**config.mk**
```make
export PLATFORM = sky130hd
export DESIGN_NAME = sliding_window_count_rate_meter
export DESIGN_NICKNAME = d
export VERILOG_FILES = /design/src/rtl/core/swcrm_pkg.sv /design/src/rtl/core/sliding_window_count_rate_meter.sv /design/src/rtl/core/swcrm_ram.sv /design/src/rtl/core/swcrm_queue.sv /design/src/rtl/core/swcrm_front.sv /design/src/rtl/core/swcrm_back.sv
export SDC_FILE = /design/constraint.sdc
export NUM_CORES = 2
export LEC_CHECK = 0
export ABC_CLOCK_PERIOD_IN_PS = 8600
export BUFFER_PORTS_ARGS = -buffer_cell sky130_fd_sc_hd__buf_2
export CORE_MARGIN = 10
export CORE_UTILIZATION = 50
export DETAILED_ROUTE_END_ITERATION = 8
export GPL_TIMING_DRIVEN = 0
export PLACE_DENSITY = 0.66
export SETUP_SLACK_MARGIN = 0.05
export SLEW_MARGIN = 0
export SYNTH_ARGS = -nofsm -noshare
export SYNTH_HDL_FRONTEND = slang
export SYNTH_HIERARCHICAL = 1
export SYNTH_SLANG_ARGS = --single-unit
```
**constraint.sdc**
```tcl
create_clock -name clk -period 8.6 [get_ports clk]
set_input_delay 0.43 -clock clk [delete_from_list [all_inputs] [get_ports clk]]
set_output_delay 0.43 -clock clk [all_outputs]
set_load 0.05 [all_outputs]
```
**src/rtl/core/swcrm_pkg.sv**
```systemverilog
// Shared constants, types and helpers for the sliding-window count rate meter.
package swcrm_pkg;

    localparam int LONG_WINDOW  = 60;
    localparam int SHORT_WINDOW = 10;
    localparam int EFF_SHORT    = (SHORT_WINDOW < LONG_WINDOW) ? SHORT_WINDOW : LONG_WINDOW;

    localparam int COUNT_W     = 16;
    localparam int DIV_W       = 8;
    localparam int SHORT_OUT_W = 20;
    localparam int LONG_OUT_W  = 22;
    localparam int DEC_W       = 2;

    localparam int POS_W       = (LONG_WINDOW > 1) ? $clog2(LONG_WINDOW) : 1;
    localparam int TICK_W      = $clog2(LONG_WINDOW + 1);
    localparam int SHORT_SUM_W = $clog2(EFF_SHORT * 65535 + 1);
    localparam int LONG_SUM_W  = $clog2(LONG_WINDOW * 65535 + 1);
    localparam int SCALED_W    = (LONG_SUM_W > 17) ? LONG_SUM_W : 17;
    localparam int DCNT_W      = $clog2(SCALED_W);

    // Queue depth between front and back; must be a power of two.
    localparam int QUEUE_DEPTH = 2;
    localparam int QPTR_W      = (QUEUE_DEPTH > 1) ? $clog2(QUEUE_DEPTH) : 1;
    localparam int QCNT_W      = $clog2(QUEUE_DEPTH + 1);

    localparam logic [31:0] SMALL_LIMIT = 32'd6554;
    localparam logic [31:0] MAX20       = 32'h000F_FFFF;
    localparam logic [31:0] MAX22       = 32'h003F_FFFF;

    localparam logic [DIV_W-1:0] DIVISOR_RESET = 8'd15;
    localparam logic [DEC_W-1:0] DEC_ONE       = 2'd1;
    localparam logic [DEC_W-1:0] DEC_TWO       = 2'd2;

    // APB register indexes
    localparam logic REG_DOSE_DIVISOR = 1'b0;
    localparam int   PADDR_W          = 3;

    typedef struct packed {
        logic               valid;
        logic [COUNT_W-1:0] delta;
    } delta_beat_t;

    function automatic logic [SHORT_OUT_W-1:0] sat20(input logic [31:0] v);
        logic [31:0] r;
        r = (v > MAX20) ? MAX20 : v;
        return r[SHORT_OUT_W-1:0];
    endfunction

    function automatic logic [LONG_OUT_W-1:0] sat22(input logic [31:0] v);
        logic [31:0] r;
        r = (v > MAX22) ? MAX22 : v;
        return r[LONG_OUT_W-1:0];
    endfunction

endpackage

```
**src/rtl/core/sliding_window_count_rate_meter.sv**
```systemverilog
// Top level of the sliding-window count rate meter.
//
// Input channel (in_valid/in_ready, counter_reading): one beat per one-second
// tick carrying the free-running 16-bit pulse counter. The front takes the
// beat, forms the wrapped delta and queues it (two entries deep).
// Output channel (out_valid/out_ready): one beat per input beat with the
// 10 s and 60 s sums, their valid flags, the dose value and its decimal count.
// Each beat goes from dequeue to output through the ring reads and sum update
// over the single-read-port count RAM, a scaling step, the bit-serial divider
// (one quotient bit per cycle) and one output load. The back part takes no new
// beat from the queue until the current one has been loaded for output.
// The result sits in an output register; while the receiver stalls, the back
// part finishes its next item and holds it, and the front keeps taking beats
// until the queue is full, after which in_ready drops.
// Reset clears the sums, tick count, previous reading and ring valid bits at
// once (no clearing pass); dose_divisor returns to 15.
// APB: dose_divisor at byte address 0, written on psel & penable & pwrite.
module sliding_window_count_rate_meter (
    input  logic                              clk,
    input  logic                              rst_n,
    input  logic                              psel,
    input  logic                              penable,
    input  logic                              pwrite,
    input  logic [swcrm_pkg::PADDR_W-1:0]     paddr,
    input  logic [31:0]                       pwdata,
    output logic [31:0]                       prdata,
    output logic                              pready,
    input  logic                              in_valid,
    output logic                              in_ready,
    input  logic [swcrm_pkg::COUNT_W-1:0]     counter_reading,
    output logic                              out_valid,
    input  logic                              out_ready,
    output logic [swcrm_pkg::SHORT_OUT_W-1:0] short_sum,
    output logic [swcrm_pkg::LONG_OUT_W-1:0]  long_sum,
    output logic [swcrm_pkg::LONG_OUT_W-1:0]  dose_value,
    output logic [swcrm_pkg::DEC_W-1:0]       dose_decimals,
    output logic                              short_valid,
    output logic                              long_valid
);
    import swcrm_pkg::*;

    logic [DIV_W-1:0] dose_divisor_reg;
    logic             reg_sel;
    delta_beat_t      push;
    delta_beat_t      head;
    logic             pop;
    logic             queue_full;

    assign pready  = 1'b1;
    assign reg_sel = paddr[PADDR_W-1];
    assign prdata  = (reg_sel == REG_DOSE_DIVISOR) ? {24'd0, dose_divisor_reg} : 32'd0;

    always_ff @(posedge clk or negedge rst_n)
    begin
        if (!rst_n)
        begin
            dose_divisor_reg <= DIVISOR_RESET;
        end
        else if (psel && penable && pwrite && pready && (reg_sel == REG_DOSE_DIVISOR))
        begin
            dose_divisor_reg <= pwdata[DIV_W-1:0];
        end
    end

    swcrm_front u_front (
        .clk             (clk),
        .rst_n           (rst_n),
        .in_valid        (in_valid),
        .in_ready        (in_ready),
        .counter_reading (counter_reading),
        .queue_full      (queue_full),
        .push            (push)
    );

    swcrm_queue u_queue (
        .clk   (clk),
        .rst_n (rst_n),
        .push  (push),
        .pop   (pop),
        .head  (head),
        .full  (queue_full)
    );

    swcrm_back u_back (
        .clk           (clk),
        .rst_n         (rst_n),
        .head          (head),
        .pop           (pop),
        .dose_divisor  (dose_divisor_reg),
        .out_valid     (out_valid),
        .out_ready     (out_ready),
        .short_sum     (short_sum),
        .long_sum      (long_sum),
        .dose_value    (dose_value),
        .dose_decimals (dose_decimals),
        .short_valid   (short_valid),
        .long_valid    (long_valid)
    );

endmodule

```
**src/rtl/core/swcrm_ram.sv**
```systemverilog
// Generic single-write, single-read RAM with registered read data.
module swcrm_ram #(
    parameter int WIDTH = 16,
    parameter int DEPTH = 64
) (
    input  logic                             clk,
    input  logic                             we,
    input  logic [$clog2(DEPTH)-1:0]         waddr,
    input  logic [WIDTH-1:0]                 wdata,
    input  logic                             re,
    input  logic [$clog2(DEPTH)-1:0]         raddr,
    output logic [WIDTH-1:0]                 rdata
);

    logic [WIDTH-1:0] mem [DEPTH];

    always_ff @(posedge clk)
    begin
        if (we)
        begin
            mem[waddr] <= wdata;
        end
        if (re)
        begin
            rdata <= mem[raddr];
        end
    end

endmodule

```
**src/rtl/core/swcrm_queue.sv**
```systemverilog
// Short FIFO of per-second deltas between the front and back parts.
module swcrm_queue (
    input  logic                   clk,
    input  logic                   rst_n,
    input  swcrm_pkg::delta_beat_t push,
    input  logic                   pop,
    output swcrm_pkg::delta_beat_t head,
    output logic                   full
);
    import swcrm_pkg::*;

    logic [COUNT_W-1:0] store [QUEUE_DEPTH];
    logic [QPTR_W-1:0]  wr_ptr_reg;
    logic [QPTR_W-1:0]  rd_ptr_reg;
    logic [QCNT_W-1:0]  count_reg;
    logic               do_push;
    logic               do_pop;

    assign full       = (count_reg == QCNT_W'(QUEUE_DEPTH));
    assign do_push    = push.valid && !full;
    assign do_pop     = pop && (count_reg != '0);
    assign head.valid = (count_reg != '0);
    assign head.delta = store[rd_ptr_reg];

    always_ff @(posedge clk)
    begin
        if (do_push)
        begin
            store[wr_ptr_reg] <= push.delta;
        end
    end

    always_ff @(posedge clk or negedge rst_n)
    begin
        if (!rst_n)
        begin
            wr_ptr_reg <= '0;
            rd_ptr_reg <= '0;
            count_reg  <= '0;
        end
        else
        begin
            if (do_push)
            begin
                wr_ptr_reg <= wr_ptr_reg + 1'b1;
            end
            if (do_pop)
            begin
                rd_ptr_reg <= rd_ptr_reg + 1'b1;
            end
            if (do_push && !do_pop)
            begin
                count_reg <= count_reg + 1'b1;
            end
            else if (do_pop && !do_push)
            begin
                count_reg <= count_reg - 1'b1;
            end
        end
    end

endmodule

```
**src/rtl/core/swcrm_front.sv**
```systemverilog
// Input side: accepts counter readings and forms the wrapped per-second delta.
module swcrm_front (
    input  logic                          clk,
    input  logic                          rst_n,
    input  logic                          in_valid,
    output logic                          in_ready,
    input  logic [swcrm_pkg::COUNT_W-1:0] counter_reading,
    input  logic                          queue_full,
    output swcrm_pkg::delta_beat_t        push
);
    import swcrm_pkg::*;

    logic [COUNT_W-1:0] prev_reading_reg;
    logic               accept;

    assign in_ready   = !queue_full;
    assign accept     = in_valid && in_ready;
    // modulo-65536 difference falls out of the 16-bit subtract
    assign push.valid = accept;
    assign push.delta = counter_reading - prev_reading_reg;

    always_ff @(posedge clk or negedge rst_n)
    begin
        if (!rst_n)
        begin
            prev_reading_reg <= '0;
        end
        else if (accept)
        begin
            prev_reading_reg <= counter_reading;
        end
    end

endmodule

```
**src/rtl/core/swcrm_back.sv**
```systemverilog
// Back part: ring update, running sums, dose division and output register.
module swcrm_back (
    input  logic                              clk,
    input  logic                              rst_n,
    input  swcrm_pkg::delta_beat_t            head,
    output logic                              pop,
    input  logic [swcrm_pkg::DIV_W-1:0]       dose_divisor,
    output logic                              out_valid,
    input  logic                              out_ready,
    output logic [swcrm_pkg::SHORT_OUT_W-1:0] short_sum,
    output logic [swcrm_pkg::LONG_OUT_W-1:0]  long_sum,
    output logic [swcrm_pkg::LONG_OUT_W-1:0]  dose_value,
    output logic [swcrm_pkg::DEC_W-1:0]       dose_decimals,
    output logic                              short_valid,
    output logic                              long_valid
);
    import swcrm_pkg::*;

    typedef enum logic [2:0] {
        S_IDLE,
        S_RD_SHORT,
        S_RD_LONG,
        S_UPDATE,
        S_SCALE,
        S_DIV,
        S_DONE
    } state_t;

    state_t                 state_reg;
    logic [COUNT_W-1:0]     delta_reg;
    logic [POS_W-1:0]       pos_reg;
    logic [TICK_W-1:0]      ticks_reg;
    logic [SHORT_SUM_W-1:0] short_total_reg;
    logic [LONG_SUM_W-1:0]  long_total_reg;
    logic [LONG_WINDOW-1:0] entry_valid_reg;
    logic [DIV_W-1:0]       rem_reg;
    logic [SCALED_W-1:0]    dq_reg;
    logic [DCNT_W-1:0]      dcnt_reg;
    logic [DEC_W-1:0]       dec_reg;

    logic                   out_valid_reg;
    logic [SHORT_OUT_W-1:0] short_sum_reg;
    logic [LONG_OUT_W-1:0]  long_sum_reg;
    logic [LONG_OUT_W-1:0]  dose_value_reg;
    logic [DEC_W-1:0]       dose_decimals_reg;
    logic                   short_valid_reg;
    logic                   long_valid_reg;

    logic [POS_W:0]         spos_wide;
    logic [POS_W-1:0]       spos;
    logic [POS_W-1:0]       pos_inc;
    logic [POS_W-1:0]       ram_raddr;
    logic                   ram_re;
    logic                   ram_we;
    logic [COUNT_W-1:0]     ram_rdata;
    logic [COUNT_W-1:0]     old_short;
    logic [COUNT_W-1:0]     old_long;
    logic [SCALED_W-1:0]    scaled;
    logic                   is_small;
    logic [DIV_W:0]         rem_shift;
    logic                   rem_ge;
    logic [DIV_W-1:0]       rem_step;
    logic                   out_free;

    // start of the short window, modulo the ring length
    always_comb
    begin
        if ({1'b0, pos_reg} >= (POS_W + 1)'(EFF_SHORT))
        begin
            spos_wide = {1'b0, pos_reg} - (POS_W + 1)'(EFF_SHORT);
        end
        else
        begin
            spos_wide = {1'b0, pos_reg} + (POS_W + 1)'(LONG_WINDOW - EFF_SHORT);
        end
    end
    assign spos = spos_wide[POS_W-1:0];

    assign pos_inc = (pos_reg == POS_W'(LONG_WINDOW - 1)) ? '0 : pos_reg + 1'b1;

    assign ram_re    = (state_reg == S_RD_SHORT) || (state_reg == S_RD_LONG);
    assign ram_raddr = (state_reg == S_RD_SHORT) ? spos : pos_reg;
    assign ram_we    = (state_reg == S_UPDATE);

    swcrm_ram #(
        .WIDTH (COUNT_W),
        .DEPTH (LONG_WINDOW)
    ) u_ring (
        .clk   (clk),
        .we    (ram_we),
        .waddr (pos_reg),
        .wdata (delta_reg),
        .re    (ram_re),
        .raddr (ram_raddr),
        .rdata (ram_rdata)
    );

    // entries never written since reset read as zero
    assign old_short = entry_valid_reg[spos] ? ram_rdata : '0;
    assign old_long  = entry_valid_reg[pos_reg] ? ram_rdata : '0;

    assign is_small = (32'(long_total_reg) < SMALL_LIMIT);
    assign scaled   = is_small ? ((SCALED_W'(long_total_reg) << 3) + (SCALED_W'(long_total_reg) << 1))
                               : SCALED_W'(long_total_reg);

    // one restoring-division step per cycle
    assign rem_shift = {rem_reg, dq_reg[SCALED_W-1]};
    assign rem_ge    = (rem_shift >= {1'b0, dose_divisor});
    assign rem_step  = rem_ge ? DIV_W'(rem_shift - {1'b0, dose_divisor}) : rem_shift[DIV_W-1:0];

    assign out_free = !out_valid_reg || out_ready;
    assign pop      = (state_reg == S_IDLE) && head.valid;

    always_ff @(posedge clk or negedge rst_n)
    begin
        if (!rst_n)
        begin
            state_reg         <= S_IDLE;
            pos_reg           <= '0;
            ticks_reg         <= '0;
            short_total_reg   <= '0;
            long_total_reg    <= '0;
            entry_valid_reg   <= '0;
            out_valid_reg     <= 1'b0;
            delta_reg         <= '0;
            rem_reg           <= '0;
            dq_reg            <= '0;
            dcnt_reg          <= '0;
            dec_reg           <= DEC_ONE;
            short_sum_reg     <= '0;
            long_sum_reg      <= '0;
            dose_value_reg    <= '0;
            dose_decimals_reg <= DEC_ONE;
            short_valid_reg   <= 1'b0;
            long_valid_reg    <= 1'b0;
        end
        else
        begin
            // in S_DONE the load below decides out_valid on its own
            if (out_valid_reg && out_ready && (state_reg != S_DONE))
            begin
                out_valid_reg <= 1'b0;
            end
            case (state_reg)
                S_IDLE:
                begin
                    if (head.valid)
                    begin
                        delta_reg <= head.delta;
                        state_reg <= S_RD_SHORT;
                    end
                end
                S_RD_SHORT:
                begin
                    state_reg <= S_RD_LONG;
                end
                S_RD_LONG:
                begin
                    short_total_reg <= short_total_reg - SHORT_SUM_W'(old_short)
                                       + SHORT_SUM_W'(delta_reg);
                    state_reg       <= S_UPDATE;
                end
                S_UPDATE:
                begin
                    long_total_reg           <= long_total_reg - LONG_SUM_W'(old_long)
                                                + LONG_SUM_W'(delta_reg);
                    entry_valid_reg[pos_reg] <= 1'b1;
                    pos_reg                  <= pos_inc;
                    if (ticks_reg != TICK_W'(LONG_WINDOW))
                    begin
                        ticks_reg <= ticks_reg + 1'b1;
                    end
                    state_reg <= S_SCALE;
                end
                S_SCALE:
                begin
                    rem_reg   <= '0;
                    dq_reg    <= scaled;
                    dcnt_reg  <= '0;
                    dec_reg   <= is_small ? DEC_TWO : DEC_ONE;
                    state_reg <= S_DIV;
                end
                S_DIV:
                begin
                    rem_reg  <= rem_step;
                    dq_reg   <= {dq_reg[SCALED_W-2:0], rem_ge};
                    dcnt_reg <= dcnt_reg + 1'b1;
                    if (dcnt_reg == DCNT_W'(SCALED_W - 1))
                    begin
                        state_reg <= S_DONE;
                    end
                end
                S_DONE:
                begin
                    if (out_free)
                    begin
                        out_valid_reg     <= 1'b1;
                        short_sum_reg     <= sat20(32'(short_total_reg));
                        long_sum_reg      <= sat22(32'(long_total_reg));
                        dose_value_reg    <= (dose_divisor == '0) ? MAX22[LONG_OUT_W-1:0]
                                                                  : sat22(32'(dq_reg));
                        dose_decimals_reg <= dec_reg;
                        short_valid_reg   <= (int'(ticks_reg) >= SHORT_WINDOW);
                        long_valid_reg    <= (int'(ticks_reg) >= LONG_WINDOW);
                        state_reg         <= S_IDLE;
                    end
                end
                default:
                begin
                    state_reg <= S_IDLE;
                end
            endcase
        end
    end

    assign out_valid     = out_valid_reg;
    assign short_sum     = short_sum_reg;
    assign long_sum      = long_sum_reg;
    assign dose_value    = dose_value_reg;
    assign dose_decimals = dose_decimals_reg;
    assign short_valid   = short_valid_reg;
    assign long_valid    = long_valid_reg;

    a_pos_range: assert property (@(posedge clk) disable iff (!rst_n)
        int'(pos_reg) < LONG_WINDOW)
        else $error("ring position out of range");

    a_ticks_sat: assert property (@(posedge clk) disable iff (!rst_n)
        int'(ticks_reg) <= LONG_WINDOW)
        else $error("tick count past saturation");

    a_dec_code: assert property (@(posedge clk) disable iff (!rst_n)
        out_valid_reg |-> (dose_decimals_reg == DEC_ONE || dose_decimals_reg == DEC_TWO))
        else $error("bad decimal count");

    a_dec_match: assert property (@(posedge clk) disable iff (!rst_n)
        (out_valid_reg && dose_decimals_reg == DEC_ONE) |-> (32'(long_sum_reg) >= SMALL_LIMIT))
        else $error("one decimal reported for a small long sum");

    a_pop_idle: assert property (@(posedge clk) disable iff (!rst_n)
        pop |=> (state_reg == S_RD_SHORT))
        else $error("delta popped without starting an update");

endmodule

```
# Word-level counts from Yosys, hierarchy flattened
# Memory sizes are Yosys's and may differ from the RTL's. A register that Yosys moved wholly into a read port is not among the register bits.
# Cells that the tools add are included.
# op_classes
mux,32
n_reduce_logical,28
magnitude_cmp,8
n_addsub,16
div_mod_pow,0
multipliers,0
shifts,0
n_bitwise,2
n_eq_ne,14
# op_table
op,n
60-bit bitwise OR,1
22-bit 2-to-1 mux,2
22-bit one-hot mux with 2 select lines,1
16-bit 2-to-1 mux,2
22-bit by 16-bit adder with 22-bit output,1
22-bit adder,1
22-bit by 13-bit < comparator with 1-bit output (second input constant),1
22-bit by 16-bit subtractor with 22-bit output,1
3-bit one-hot mux with 7 select lines,1
20-bit by 16-bit adder with 20-bit output,1
20-bit by 16-bit subtractor with 20-bit output,1
6-bit 2-to-1 mux,3
8-bit 2-to-1 mux,2
8-bit one-hot mux with 2 select lines,1
16-bit subtractor,1
6-bit by 7-bit < comparator with 1-bit output (second input constant),2
6-bit by 1-bit adder with 6-bit output (second input constant),2
1-bit binary-select mux with 6-bit select,2
6-bit by 4-bit >= comparator with 1-bit output (second input constant),2
1-bit logical AND,12
1-bit 2-to-1 mux,10
5-bit one-hot mux with 2 select lines,1
3-bit == test (second input constant),3
9-bit by 8-bit >= comparator with 1-bit output,1
other kinds (28),45
# word_totals
wordCells,124
ramBits,992
rom_bits,0
memories,2
input_bits,58
reg_bits,251
latch_bits,0
# mem_list
name,words,word_bits,read_ports,rd_clocked_by_memory_dff,write_ports,line,rtl
u_back.u_ring.mem,60,16,1,1,1,swcrm_ram.sv:15,logic [WIDTH-1:0] mem [DEPTH];
u_queue.store,2,16,1,1,1,swcrm_queue.sv:12,logic [COUNT_W-1:0] store [QUEUE_DEPTH];

# Logic depth before layout (Yosys ltp)
# logic_depth
depth_word,8
mapped_depth,25
depth_no_buf,22

# By module
# Netlist, hierarchy kept.
# modules_own_cells
mod,cells_each,instances,seq_area_each_um2,area_per_inst_um2
swcrm_ram,1709,1,29308.1,37373.3
swcrm_back,1574,1,5983.2,15237.1
swcrm_front,182,1,400.4,1430.1
swcrm_queue,69,1,1061.0,1406.3
sliding_window_count_rate_meter,52,1,205.2,584.3

# Worst setup path after synthesis
# OpenSTA, ideal clock, no wires.
# synth_timing
kind,reg2reg
start,register u_back.pos_reg[2]
end,register u_back.short_total_reg[19]
required_ns,8.520
t_arrival_ns,6.057
n_path_buf,5
stages_incl_launch_ff,26
path_slack_ns,2.463
synth_period_minus_slack_ns,6.137
path_cell_list,dfrtp_1 -> buf_2 -> clkbuf_1 -> inv_1 -> ha_1 -> buf_2 -> buf_2 -> mux2i_1 -> o21ai_0 -> a2111oi_0 -> nor4_1 -> a2111oi_1 -> a211oi_2 -> buf_6 -> and2_1 -> fa_1 -> inv_1 -> ha_1 -> o21ai_0 -> o21ai_0 -> o211ai_1 -> o311ai_0 -> a21oi_1 -> o31ai_1 -> mux2i_1 -> xnor2_1
# synth_between
elab_chain_len,7
# synth_rtl
element,line,rtl
from (decl),swcrm_back.sv:31,logic [POS_W-1:0] pos_reg;
from (signal assigned),swcrm_back.sv:168,pos_reg <= pos_inc;
"6-bit adder, or another cell as far along",swcrm_back.sv:74,"spos_wide = {1'b0, pos_reg} + (POS_W + 1)'(LONG_WINDOW - EFF_SHORT);"
6-bit 2-to-1 mux *,swcrm_back.sv:68,"if ({1'b0, pos_reg} >= (POS_W + 1)'(EFF_SHORT))"
1-bit binary-select mux with 6-bit select *,swcrm_back.sv:99,assign old_short = entry_valid_reg[spos] ? ram_rdata : '0;
1-bit 2-to-1 mux (implied by the code) *,swcrm_back.sv:99,
16-bit 2-to-1 mux *,swcrm_back.sv:99,
20-bit by 16-bit subtractor with 20-bit output *,swcrm_back.sv:159,short_total_reg <= short_total_reg - SHORT_SUM_W'(old_short)
20-bit by 16-bit adder with 20-bit output *,swcrm_back.sv:160,+ SHORT_SUM_W'(delta_reg);
to (signal assigned),swcrm_back.sv:159,
to (decl),swcrm_back.sv:33,logic [SHORT_SUM_W-1:0] short_total_reg;
# Mark *: on every way between the ends. The rest lies on a longest branch, timed or not. The select of a mux whose other input is x is not followed.
# A chain may end at the register's enable or synchronous reset.

# Worst setup path in the final report
# Same ends and word-level chain as after synthesis.

==> flow_summary.json <==
{
  "syn2layout_area_growth_pct": 14.7,
  "worst_ir_drop_vdd_uv": 214,
  "die_area_um2": 126000,
  "slew_headroom": 0.0267,
  "synthTopCellsByArea": "edfxtp_1 54%, dfrtp_1 12%, mux4_2 9.0%",
  "design_area_um2": 64300,
  "async_reset_ff_frac": 0.209,
  "post-route-period-util": 0.944,
  "crit_path_start_kind": "flop",
  "slowest_delay_ns": 0.72,
  "timing.final.ws_setup_ns": 0.481,
  "hold_violations": 0,
  "reg2reg_to": "u_back/short_total_reg[19]$_DFFE_PN0P_",
  "dieWidth_um": 355,
  "status": "finished clean",
  "grtUsageMet3": 0.0422,
  "finalSetupTns_ns": 0,
  "grtUsageTotal": 0.228,
  "dp_cells": 5277,
  "ys.flop_type": "edfxtp_1",
  "rows": 122,
  "drtPass1Iterations": 5,
  "viasPerCell": 5.98,
  "dpl_cell_area_um2": 59800,
  "grt_max_degree": 99,
  "ys_seq_area_frac": 0.660,
  "final_core_util": 0.579,
  "wl_um": 144000,
  "start_util": 0.505,
  "endpoint": "u_back/short_total_reg[19]$_DFFE_PN0P_",
  "cts.path.max_buffers": 3,
  "htreeDepth": 4,
  "core_area_um2": 111000,
  "fillers": 8476,
  "chipHeight_um": 355,
  "dpl_worst_slack_ns": 0.275,
  "cts_setup_buffers": 0,
  "nets": 4142,
  "pwr_density_cell_nw_per_um2": 413,
  "fin_crit_ns": 8.12,
  "root_buffer": "clkbuf_16",
  "rr_startpoint": "u_back/pos_reg[2]$_DFFE_PN0P_",
  "largest_reg_flops": 960,
  "endpoint_kind": "flop",
  "yosys_warnings": 6,
  "drive_above_1_share": 0.215,
  "startpoint": "u_back/pos_reg[2]$_DFFE_PN0P_",
  "vias": 33105,
  "final_cells": 5540,
  "slew_violations": 0,
  "ys_ff_latch": 1275,
  "r2r_slack_ns": 0.48,
  "grt_antenna_before_repair": 3,
  "grt_overflow_total": 0,
  "crit_fanout": 12,
  "wl_per_cell_um": 26.1,
  "worstHoldPathType": "in -> reg",
  "path_clk_slew_ns": 0.06,
  "cts_tree": "yes",
  "postRouteAntennaNets": 0,
  "gr-max-usage-layer": "met2",
  "drc": 0,
  "synth.distinct_cells": 94,
  "fin_hold_ws_ns": 0.130,
  "finClkSkew_ns": 0.0445,
  "grt_pass1_vias": 33145,
  "grt_pass1_wl_um": 217000,
  "drv_cap": 0,
  "drtIter0Drc": 3450,
  "synth_top_cell_area_share": 0.540,
  "clk_latency_ns": 0.78,
  "yosysTopAreaCell": "edfxtp_1",
  "place_congestion": 0.914,
  "numCtsBuffers": 135,
  "use_met2": 0.371,
  "worstPathRequired_ns": 9.27,
  "leakagePower_nw": 23.2,
  "syn_inst": 3586,
  "max_freq_mhz": 123,
  "pin_count": 161,
  "criticalPathCategory": "reg -> reg",
  "portBuffers": 109,
  "syn_area_per_cell_um2": 15.6,
  "finalSetupViolCount": 0,
  "fin_total_pwr_mw": 26.5,
  "cts.sinks": 1275,
  "arrival_ns": 8.79,
  "place_hpwl_um": 101000,
  "rsz0062_at_grt": "no",
  "slowest_stage": "dfrtp_1",
  "tightest_slew_ns": 1.46,
  "synthesis.area_um2": 56000,
  "grt_util_met1": 0.304,
  "synth_edf_count": 1008,
  "r2r_cells": 25
}
cells in the mapped netlist (all sizes together) (27+ instances only):
library cell	number
a21oi	92
a221oi	56
a22oi	40
and2	39
buf	105
clkbuf	97
dfrtp	261
edfxtp	1008
fa	35
ha	98
inv	187
mux2	82
mux2i	135
mux4	223
nand2	224
nand2b	33
nand3	52
nor2	141
nor3	27
o21ai	187
o21bai	64
xnor2	47
xor2	27
report_power, final:
part	switching (mW)	total [mW]	internal, mW
registers	0.741	8.76	8.02
logic	7.70	12.2	4.55
clock network	2.43	5.51	3.08
per-layer routing:
| metal | part of all wire | wire, µm |
|---|---|---|
| met3 | 0.080 | 11600 |
| met2 | 0.48 | 68900 |
| met4 | 0.041 | 5890 |
| met5 | 0.00019 | 27 |
| met1 | 0.40 | 57900 |
layout make-up:
type	instances	area [µm²]	area share
diodes	1	2.50	0.0000389
multi-input cells	1944	17500	0.273
clock inverters	61	599	0.00932
flip-flops and latches	1275	37000	0.575
well taps	1488	1860	0.0290
clock buffers	176	3600	0.0561
repair buffers	205	1910	0.0298
inverters	188	706	0.0110
plain buffers	202	1080	0.0168
cells in the final DEF, fill, tap and decap left out, types with 82 or more instances in the layout:
master / count
ha_1: 98
clkbuf_16: 136
a21oi_1: 90
edfxtp_1: 1008
mux2i_1: 135
inv_1: 187
clkbuf_1: 131
dfrtp_1: 245
o21ai_0: 167
mux4_2: 223
nand2_1: 223
nor2_1: 82
buf_2: 134
kinds of logic after synthesis:
family	count (synthesis)	share of synthesized area
multiplexers	440	0.131
adder cells (fa/ha/maj)	133	0.0344
flip-flops	1275	0.660
other	2	0.000134
AO/OA/AOI/OAI	648	0.0780
XOR/XNOR	74	0.0117
AND/OR/NAND/NOR	624	0.0535
buffers and inverters	390	0.0318
worst max-delay path: cells and delay by family (launching register included):
| family | cells | cell delay, ns |
|---|---|---|
| AO/OA/AOI/OAI | 10 | 3.05 |
| buffers and inverters | 7 | 2.09 |
| XOR/XNOR | 1 | 0.14 |
| multiplexers | 2 | 0.48 |
| flip-flops | 1 | 0.72 |
| adder cells (fa/ha/maj) | 3 | 1.28 |
| AND/OR/NAND/NOR | 2 | 0.27 |
worst min path at each step:
stage                     depth (start not counted)                              startpoint                                endpoint  slack, ns
after floorplan                                   0                                   rst_n         dose_divisor_reg[4]$_DFFE_PN0P_       0.13
after global placement                            1  u_back/short_total_reg[19]$_DFFE_PN0P_  u_back/short_total_reg[19]$_DFFE_PN0P_       0.46
after detailed placement                          1                                   rst_n  u_back/entry_valid_reg[16]$_DFFE_PN0P_       0.45
after CTS                                         3                               out_ready              u_back/out_valid$_DFF_PN0_       0.09
after global routing                              3                               out_ready              u_back/out_valid$_DFF_PN0_       0.14
final                                             3                               out_ready              u_back/out_valid$_DFF_PN0_       0.13
what timing repair did:
item,4_1_cts,5_1_grt
setup endpoints to repair,0,1
resized for setup,0,2
hold endpoints to repair,96,0
hold buffers,25,0
(Power assumes the default switching activity.)
